**config.mk**
```make
export PLATFORM = sky130hd
export DESIGN_NAME = keyed_response_bit_scrambler_flat
export DESIGN_NICKNAME = d
export VERILOG_FILES = /design/src/sv/kbs_pkg.sv /design/src/sv/kbs_in_if.sv /design/src/sv/kbs_out_if.sv /design/src/sv/kbs_capture.sv /design/src/sv/kbs_emit.sv /design/src/sv/keyed_response_bit_scrambler.sv /design/src/flat_wrapper.sv
export SDC_FILE = /design/constraint.sdc
export NUM_CORES = 2
export LEC_CHECK = 0
export BUFFER_PORTS_ARGS = -buffer_cell sky130_fd_sc_hd__buf_2
export CORE_ASPECT_RATIO = 1.1
export CORE_MARGIN = 8
export CORE_UTILIZATION = 53
export DETAILED_ROUTE_END_ITERATION = 10
export PLACE_DENSITY = 0.69
export SYNTH_ARGS = -nofsm -noshare
export SYNTH_HDL_FRONTEND = slang
export SYNTH_HIERARCHICAL = 1
export SYNTH_SLANG_ARGS = --single-unit
```
**constraint.sdc**
```tcl
create_clock -name clk -period 16.7 [get_ports clk]
set_input_delay 2.505 -clock clk [delete_from_list [all_inputs] [get_ports clk]]
set_output_delay 2.505 -clock clk [all_outputs]
set_load 0.01 [all_outputs]
```
**src/sv/kbs_pkg.sv**
```systemverilog
package kbs_pkg;

  localparam int KEY_BYTES = 8;
  localparam int PW_WORDS  = 4;
  localparam int WORD_BITS = 64;

  // packet offsets
  localparam logic [8:0] FIRST_AT  = 9'h039;
  localparam logic [8:0] SECOND_AT = 9'h041;
  localparam logic [8:0] KEY_BASE  = 9'h0B8;
  localparam logic [8:0] CNT_MAX   = 9'd511;
  localparam logic [8:0] KEY_SPAN  = 9'd8;
  localparam logic [8:0] FIELD_SPAN = 9'd4;
  localparam logic [3:0] KEY_FULL  = 4'd8;

  // payload burst
  localparam logic [5:0] LAST_WORD_IDX = 6'd63;

  // configuration register indexes
  localparam logic [1:0] REG_PW_WORD_0 = 2'd0;
  localparam logic [1:0] REG_PW_WORD_1 = 2'd1;
  localparam logic [1:0] REG_PW_WORD_2 = 2'd2;
  localparam logic [1:0] REG_PW_WORD_3 = 2'd3;

  typedef logic [7:0] byte_t;
  typedef byte_t [KEY_BYTES-1:0] key_vec_t;
  typedef logic [PW_WORDS-1:0][WORD_BITS-1:0] pw_t;

  typedef struct packed {
    key_vec_t keys;
    logic     missing;
  } snap_t;

endpackage

```
**src/sv/kbs_in_if.sv**
```systemverilog
interface kbs_in_if;
  logic             valid;
  logic             ready;
  kbs_pkg::byte_t   packet_byte;
  logic             last_byte;

  modport source (output valid, output packet_byte, output last_byte, input ready);
  modport sink   (input valid, input packet_byte, input last_byte, output ready);
endinterface

```
**src/sv/kbs_out_if.sv**
```systemverilog
interface kbs_out_if;
  logic        valid;
  logic        ready;
  logic [63:0] out_word;
  logic        last_word;
  logic        key_missing;

  modport source (output valid, output out_word, output last_word, output key_missing,
                  input ready);
  modport sink   (input valid, input out_word, input last_word, input key_missing,
                  output ready);
endinterface

```
**src/sv/kbs_capture.sv**
```systemverilog
module kbs_capture (
  input  logic            clk,
  input  logic            rst_n,
  input  logic            in_fire,
  input  kbs_pkg::byte_t  in_byte,
  input  logic            in_last,
  input  logic            take,
  output logic            pend,
  output kbs_pkg::snap_t  snap
);

  logic [8:0]        cnt_r, cnt_nxt;
  logic [31:0]       f_r, f_nxt;
  logic [31:0]       s_r, s_nxt;
  kbs_pkg::key_vec_t keys_r, keys_nxt;
  logic [3:0]        kc_r, kc_nxt;
  logic              pend_r, pend_nxt;

  logic [8:0]  fd, sd, kd, koff;
  logic [7:0]  ksum;
  logic [31:0] f_cap, s_cap;

  assign fd = cnt_r - kbs_pkg::FIRST_AT;
  assign sd = cnt_r - kbs_pkg::SECOND_AT;

  // word fields with the current byte dropped in place
  always_comb begin
    f_cap = f_r;
    s_cap = s_r;
    if (cnt_r >= kbs_pkg::FIRST_AT && fd < kbs_pkg::FIELD_SPAN)
      f_cap[{~fd[1:0], 3'b000} +: 8] = in_byte;
    if (cnt_r >= kbs_pkg::SECOND_AT && sd < kbs_pkg::FIELD_SPAN)
      s_cap[{~sd[1:0], 3'b000} +: 8] = in_byte;
  end

  assign ksum = f_cap[7:0] + s_cap[7:0];
  assign koff = {1'b0, ksum} + kbs_pkg::KEY_BASE;
  assign kd = cnt_r - koff;

  always_comb begin
    cnt_nxt  = cnt_r;
    f_nxt    = f_r;
    s_nxt    = s_r;
    keys_nxt = keys_r;
    kc_nxt   = kc_r;
    pend_nxt = pend_r;
    if (take) begin
      // hand the finished packet over, start clean
      cnt_nxt  = '0;
      f_nxt    = '0;
      s_nxt    = '0;
      keys_nxt = '0;
      kc_nxt   = '0;
      pend_nxt = 1'b0;
    end else if (in_fire) begin
      f_nxt = f_cap;
      s_nxt = s_cap;
      if (cnt_r >= koff && kd < kbs_pkg::KEY_SPAN) begin
        keys_nxt[kd[2:0]] = in_byte;
        if (kc_r < kbs_pkg::KEY_FULL)
          kc_nxt = kc_r + 4'd1;
      end
      if (cnt_r != kbs_pkg::CNT_MAX)
        cnt_nxt = cnt_r + 9'd1;
      if (in_last)
        pend_nxt = 1'b1;
    end
  end

  always_ff @(posedge clk) begin
    if (!rst_n) begin
      cnt_r  <= '0;
      f_r    <= '0;
      s_r    <= '0;
      keys_r <= '0;
      kc_r   <= '0;
      pend_r <= 1'b0;
    end else begin
      cnt_r  <= cnt_nxt;
      f_r    <= f_nxt;
      s_r    <= s_nxt;
      keys_r <= keys_nxt;
      kc_r   <= kc_nxt;
      pend_r <= pend_nxt;
    end
  end

  assign pend         = pend_r;
  assign snap.keys    = keys_r;
  assign snap.missing = kc_r < kbs_pkg::KEY_FULL;

endmodule

```
**src/sv/kbs_emit.sv**
```systemverilog
module kbs_emit (
  input  logic            clk,
  input  logic            rst_n,
  input  logic            pend,
  input  kbs_pkg::snap_t  snap,
  input  kbs_pkg::pw_t    pw,
  output logic            take,
  output logic            out_valid,
  input  logic            out_ready,
  output logic [63:0]     out_word,
  output logic            last_word,
  output logic            key_missing
);

  logic              busy_r, busy_nxt;
  logic [5:0]        idx_r, idx_nxt;
  kbs_pkg::key_vec_t keys_r, keys_nxt;
  logic              miss_r, miss_nxt;
  logic [15:0]       acc_r, acc_nxt;

  logic              ov_r, ov_nxt;
  logic [63:0]       word_r, word_nxt;
  logic              lw_r, lw_nxt;
  logic              km_r, km_nxt;

  logic [255:0]      pw_flat;
  logic [2:0]        pos;
  logic [9:0]        rel  [8];
  logic [7:0]        raw  [8];
  logic [7:0]        jb   [8];
  logic              bitv [8];
  logic [15:0]       hsum;
  logic [63:0]       gen;
  logic              adv;
  logic              at_end;

  assign pw_flat = {pw[0], pw[1], pw[2], pw[3]};
  assign pos     = keys_r[1][2:0];
  assign take    = pend && !busy_r;
  assign adv     = busy_r && (!ov_r || out_ready);
  assign at_end  = idx_r == kbs_pkg::LAST_WORD_IDX;

  // one payload byte per lane; data bit j sits at byte start+j
  always_comb begin
    for (int k = 0; k < 8; k++) begin
      rel[k]  = {1'b0, idx_r, 3'(k)} - {2'b00, keys_r[0]};
      jb[k]   = rel[k][7:0];
      bitv[k] = ~(pw_flat[~jb[k]] ^ keys_r[jb[k][7:5]][jb[k][4:2]]);
      raw[k]  = (rel[k][9:8] == 2'b00) ? 8'({7'b0, bitv[k]} << pos) : 8'h00;
    end
  end

  assign hsum = acc_r + {raw[0], raw[1]} + {raw[2], raw[3]}
                      + {raw[4], raw[5]} + {raw[6], raw[7]};
  assign gen  = {raw[0], raw[1], raw[2], raw[3], raw[4], raw[5],
                 at_end ? hsum : {raw[6], raw[7]}};

  always_comb begin
    busy_nxt = busy_r;
    idx_nxt  = idx_r;
    keys_nxt = keys_r;
    miss_nxt = miss_r;
    acc_nxt  = acc_r;
    ov_nxt   = ov_r;
    word_nxt = word_r;
    lw_nxt   = lw_r;
    km_nxt   = km_r;
    if (take) begin
      busy_nxt = 1'b1;
      idx_nxt  = '0;
      keys_nxt = snap.keys;
      miss_nxt = snap.missing;
      acc_nxt  = '0;
    end
    if (adv) begin
      ov_nxt   = 1'b1;
      word_nxt = gen;
      lw_nxt   = at_end;
      km_nxt   = miss_r;
      acc_nxt  = hsum;
      idx_nxt  = idx_r + 6'd1;
      if (at_end)
        busy_nxt = 1'b0;
    end else if (out_ready) begin
      ov_nxt = 1'b0;
    end
  end

  always_ff @(posedge clk) begin
    if (!rst_n) begin
      busy_r <= 1'b0;
      ov_r   <= 1'b0;
      idx_r  <= '0;
      acc_r  <= '0;
    end else begin
      busy_r <= busy_nxt;
      ov_r   <= ov_nxt;
      idx_r  <= idx_nxt;
      acc_r  <= acc_nxt;
    end
  end

  always_ff @(posedge clk) begin
    keys_r <= keys_nxt;
    miss_r <= miss_nxt;
    word_r <= word_nxt;
    lw_r   <= lw_nxt;
    km_r   <= km_nxt;
  end

  assign out_valid   = ov_r;
  assign out_word    = word_r;
  assign last_word   = lw_r;
  assign key_missing = km_r;

endmodule

```
**src/sv/keyed_response_bit_scrambler.sv**
```systemverilog
// Keyed response bit scrambler. Request packet bytes enter on in_bus, one beat
// per cycle while in_bus.ready is high. The capture stage picks up the two
// big-endian words at offsets 0x39 and 0x41 and the eight key bytes that start
// at 0xB8 plus the low byte of their sum. A beat with last_byte set closes the
// packet; the emitter then sends a 512-byte payload on out_bus as 64 beats of
// 64 bits, one beat per cycle while out_bus.ready is high. With the emitter
// idle, the last byte sets pend, the handover sets busy_r, then valid rises.
// Each word is built in one pass from the key snapshot and the password
// registers; the running sum of the payload's 16-bit words is carried word to
// word and lands in the low 16 bits of the 64th beat (last_word). key_missing
// marks every beat of a packet that ended before all eight key bytes arrived.
// Bytes of the next packet are taken while a burst is still going out. After
// every last byte in_bus.ready drops: the finished packet waits in the capture
// stage until the emitter is free and takes it, and ready stays low until that
// handover. Write the password registers only while idle.
module keyed_response_bit_scrambler (
  input  logic        clk,
  input  logic        rst_n,
  kbs_in_if.sink      in_bus,
  kbs_out_if.source   out_bus,
  input  logic        cfg_we,
  input  logic [1:0]  cfg_index,
  input  logic [63:0] cfg_data
);

  kbs_pkg::pw_t   pw_r, pw_nxt;
  kbs_pkg::snap_t snap;
  logic           pend;
  logic           take;
  logic           in_fire;

  // hold input while a finished packet is still waiting for the emitter
  assign in_bus.ready = !pend;
  assign in_fire      = in_bus.valid && in_bus.ready;

  // password registers
  always_comb begin
    pw_nxt = pw_r;
    if (cfg_we) begin
      case (cfg_index)
        kbs_pkg::REG_PW_WORD_0: pw_nxt[0] = cfg_data;
        kbs_pkg::REG_PW_WORD_1: pw_nxt[1] = cfg_data;
        kbs_pkg::REG_PW_WORD_2: pw_nxt[2] = cfg_data;
        kbs_pkg::REG_PW_WORD_3: pw_nxt[3] = cfg_data;
        default: pw_nxt = pw_r;
      endcase
    end
  end

  always_ff @(posedge clk) begin
    if (!rst_n) begin
      pw_r <= '0;
    end else begin
      pw_r <= pw_nxt;
    end
  end

  // packet capture: offsets, key window, byte counter
  kbs_capture u_capture (
    .clk     (clk),
    .rst_n   (rst_n),
    .in_fire (in_fire),
    .in_byte (in_bus.packet_byte),
    .in_last (in_bus.last_byte),
    .take    (take),
    .pend    (pend),
    .snap    (snap)
  );

  // payload generation and output register
  kbs_emit u_emit (
    .clk         (clk),
    .rst_n       (rst_n),
    .pend        (pend),
    .snap        (snap),
    .pw          (pw_r),
    .take        (take),
    .out_valid   (out_bus.valid),
    .out_ready   (out_bus.ready),
    .out_word    (out_bus.out_word),
    .last_word   (out_bus.last_word),
    .key_missing (out_bus.key_missing)
  );

endmodule

```
**src/flat_wrapper.sv**
```systemverilog
// flat-port wrapper written by rule: the top's interface ports become plain ports
module keyed_response_bit_scrambler_flat 
  (clk, rst_n, cfg_we, cfg_index, cfg_data, in_bus_valid, in_bus_packet_byte, in_bus_last_byte, in_bus_ready, out_bus_valid, out_bus_out_word, out_bus_last_word, out_bus_key_missing, out_bus_ready);
  kbs_in_if in_bus_i ();
  kbs_out_if out_bus_i ();
  input  logic clk;
  input  logic rst_n;
  input  logic cfg_we;
  input  logic [1:0] cfg_index;
  input  logic [63:0] cfg_data;
  input wire logic [$bits(in_bus_i.valid)-1:0] in_bus_valid;
  input wire logic [$bits(in_bus_i.packet_byte)-1:0] in_bus_packet_byte;
  input wire logic [$bits(in_bus_i.last_byte)-1:0] in_bus_last_byte;
  output wire logic [$bits(in_bus_i.ready)-1:0] in_bus_ready;
  output wire logic [$bits(out_bus_i.valid)-1:0] out_bus_valid;
  output wire logic [$bits(out_bus_i.out_word)-1:0] out_bus_out_word;
  output wire logic [$bits(out_bus_i.last_word)-1:0] out_bus_last_word;
  output wire logic [$bits(out_bus_i.key_missing)-1:0] out_bus_key_missing;
  input wire logic [$bits(out_bus_i.ready)-1:0] out_bus_ready;
  assign in_bus_i.valid = in_bus_valid;
  assign in_bus_i.packet_byte = in_bus_packet_byte;
  assign in_bus_i.last_byte = in_bus_last_byte;
  assign in_bus_ready = in_bus_i.ready;
  assign out_bus_valid = out_bus_i.valid;
  assign out_bus_out_word = out_bus_i.out_word;
  assign out_bus_last_word = out_bus_i.last_word;
  assign out_bus_key_missing = out_bus_i.key_missing;
  assign out_bus_i.ready = out_bus_ready;
  keyed_response_bit_scrambler u_core (.clk(clk), .rst_n(rst_n), .in_bus(in_bus_i), .out_bus(out_bus_i), .cfg_we(cfg_we), .cfg_index(cfg_index), .cfg_data(cfg_data));
endmodule
```
==> run metrics <==
worst vdd rail ir drop=0.0912 mV; sequential share of power=0.393; Crit path required time=17,290 ps; Crit. End Element=flop; worst r2r path cells=33; Post-Syn Nets=3,769; Startpoint Class=flop; Avg Inst Size Synth=10.9 um2; CTS root buf=clkbuf_16; Pre-antenna DRT Iters=6; htree depth=2; post-layout min period=10,540 ps; Post-Synthesis Cells=3,588; cts hold-fix bufs=0; Fmax=94.9 MHz; distinct cell type count after synthesis=99; Syn Std Cell Area=39,100 um2; initial antenna violation count=4; TritonCTS Buffers=53; CP Data Arrival Time=11,130 ps; clk sinks=505; P_leak=0.0169 uW; worst hold start=u_core/u_capture/snap[10]; register area share after synthesis=0.292; vias in the first global route=30,500; die width=275 um; WL/cell=28.3 um; clk_lat worst skew=650 ps; synthesized flop and latch total=505; Final Max Slew Viols=0; R2R Path Start=u_core/u_emit/keys_r[2]; Post-CTS Resized=0; DR iter-0 viols=4,403; Final period util=0.631; Overflow after GRT=0; max-cap viol count=1; die area=82,700 um2; combinational share of power=0.252; Hold Path Class=reg -> reg; WS Path Type=reg -> reg; Ant. Diodes=0; Worst path most repeated cell=o21ai_0; Std-Cell Rows=104; failing checks=capacitance limit; Slew HR=0.00493; Worst path slowest cell=buf_4; setup_tns=0 ps; # IOs=148; Placement Cell Area=40,100 um2; Power Density=83.0 nW/um2; final setup fails=0; height of the chip=301 um; Clk pwr share=0.355; area grow syn2layout=7.38%; clock tree from TritonCTS=built; unrepaired setup endpoints after global routing=no; DRC viols=0; worst r2r dst=u_core/u_emit/acc_r[15]; CP max FO=38; clk slew on worst S/H paths=60 ps; synth warn=6; GP Congestion=1.08; count of buffers from port buffering=147; number of synthesized flops with an enable pin=131; status=finished with violations; nets=3,758; Worst-Margin Slew=1480 ps; core area=73,100 um2; dpl hpwl=91.8 mm; final instance area=42,000 um2; GRT Overall Usage=0.307; CP peak stage delay=700 ps; maximum clock path buffer count=3; layout cell share with drive strength beyond 1=0.242; hold path endpoint=u_core/u_emit/keys_r[9]; Post-Route WL=130 mm; drt via density=6.95; DR vias=31,800; P_sw=1130 uW; Int Pwr=2350 uW; largest net degree at the start of global routing=143; post-CTS setup buffer count=0; Detail Route Antenna Nets=0; ys flop type=dfxtp_1; cell depth of the worst hold path=0; clk_skew=41.8 ps; worst reg2reg setup slack=6160 ps; first-pass GRT wire length=194 mm; Final Hold Vio Count=0; Sw Ratio=0.325; initial core utilization=0.534; Post-synth ARST share=0
==> synthesized netlist by cell type, types with 38 or more instances <==
cell      instances  area share
nand2_1         611       0.059
mux4_2          455        0.26
mux2i_1         422        0.11
dfxtp_1         374        0.19
nor2_1          189       0.018
inv_1           156       0.015
edfxtp_1        131        0.10
o21ai_0         101       0.013
clkbuf_1         97      0.0093
buf_2            96       0.012
nand3_1          83       0.011
a21oi_1          79       0.010
xnor2_1          65       0.015
ha_1             53       0.017
fa_1             48       0.025
buf_1            38      0.0037
==> power groups by stage <==
stage                     Sequential (uW)  Combinational (uW)  Clock, uW
after floorplan                      1360                 612          0
after global placement               1390                 840          0
after detailed placement             1390                 842          0
after CTS                            1360                 846       1260
after global routing                 1370                 904       1310
final                                1370                 876       1240
==> logic make-up (layout without fill, tap and decap cells) <==
| kind of cell | count (synthesis) | count (layout) | share of synthesized area |
|---|---|---|---|
| AO/OA/AOI/OAI | 451 | 451 | 0.0814 |
| XOR/XNOR | 96 | 96 | 0.0229 |
| adder cells (fa/ha/maj) | 101 | 101 | 0.0416 |
| buffers and inverters | 442 | 476 | 0.0582 |
| flip-flops | 505 | 505 | 0.292 |
| multiplexers | 917 | 917 | 0.384 |
| AND/OR/NAND/NOR | 1076 | 1076 | 0.120 |
==> stage by stage <==
stage	hold slack (ps)	power, uW	instances	worst slack [ps]	util
after floorplan	400	1970	3588	8000	-
after global placement	406	2230	4476	6570	0.549
after detailed placement	417	2230	4476	6320	0.549
after CTS	429	3470	4576	6310	0.574
after global routing	435	3580	4576	5470	0.574
final	423	3480	4576	6160	0.574
==> flip-flops by register name (all words and copies together), names as in the netlist <==
name	flops
u_core/u_capture/f_r	8
u_core/u_emit/last_word	1
u_core/u_emit/out_word	64
u_core/u_emit/out_valid	1
u_core/u_emit/busy_r	1
u_core/u_emit/idx_r	6
u_core/u_capture/cnt_r	9
u_core/u_capture/kc_r	4
u_core/u_emit/keys_r	64
u_core/u_capture/pend	1
u_core/u_emit/acc_r	16
u_core/u_capture/s_r	8
u_core/u_emit/key_missing	1
u_core/pw_r	256
u_core/u_emit/miss_r	1
u_core/u_capture/snap	64
==> cell type report <==
cell class	instances	area, um2
clock buffers	64	1430
clock inverters	36	390
fillers	6119	31200
inverters	159	598
multi-input cells	2641	25600
flip-flops and latches	505	11400
well taps	954	1190
repair buffers	217	1310
==> cells in the final DEF (no fill, tap or decap), types with 22 or more instances in the layout <==
cell type / netlist / final
nand2_1: 611 / 611
mux4_2: 455 / 455
mux2i_1: 422 / 422
dfxtp_1: 374 / 374
nor2_1: 189 / 188
inv_1: 156 / 154
buf_2: 96 / 146
edfxtp_1: 131 / 131
o21ai_0: 101 / 101
nand3_1: 83 / 82
a21oi_1: 79 / 79
buf_4: 7 / 67
clkbuf_16: 0 / 54
xnor2_1: 65 / 51
ha_1: 53 / 50
fa_1: 48 / 47
and2_1: 33 / 33
nor3_1: 33 / 33
mux2_2: 33 / 33
a22oi_1: 23 / 23
a211oi_1: 22 / 22
==> worst max path at each step <==
stage,cells past startpoint,to,startpoint
global route,33,u_core/u_emit/acc_r[15],u_core/u_emit/keys_r[4]
detailed placement,33,u_core/u_emit/acc_r[15],u_core/u_emit/keys_r[2]
CTS,33,u_core/u_emit/acc_r[15],u_core/u_emit/keys_r[2]
floorplan,34,u_core/u_emit/acc_r[15],u_core/u_emit/keys_r[3]
finish,33,u_core/u_emit/acc_r[15],u_core/u_emit/keys_r[2]
global placement,33,u_core/u_emit/acc_r[15],u_core/u_emit/keys_r[2]
==> critical path: cells and delay by family (launching register included) <==
family | cells | cell delay [ps]
flip-flops | 1 | 320
buffers and inverters | 4 | 1160
adder cells (fa/ha/maj) | 6 | 2560
multiplexers | 4 | 1830
AO/OA/AOI/OAI | 11 | 2780
AND/OR/NAND/NOR | 6 | 1340
XOR/XNOR | 2 | 430
==> layer usage <==
metal | share of wire | global-route usage | up-vias
met5 | 0.00096 | 0.00598 | -
met4 | 0.060 | 0.147 | 8
met3 | 0.13 | 0.0962 | 541
met2 | 0.44 | 0.470 | 2208
met1 | 0.37 | 0.395 | 15600
li1 | - | - | 13400
Note: power is estimated with default switching activity, not from simulation.
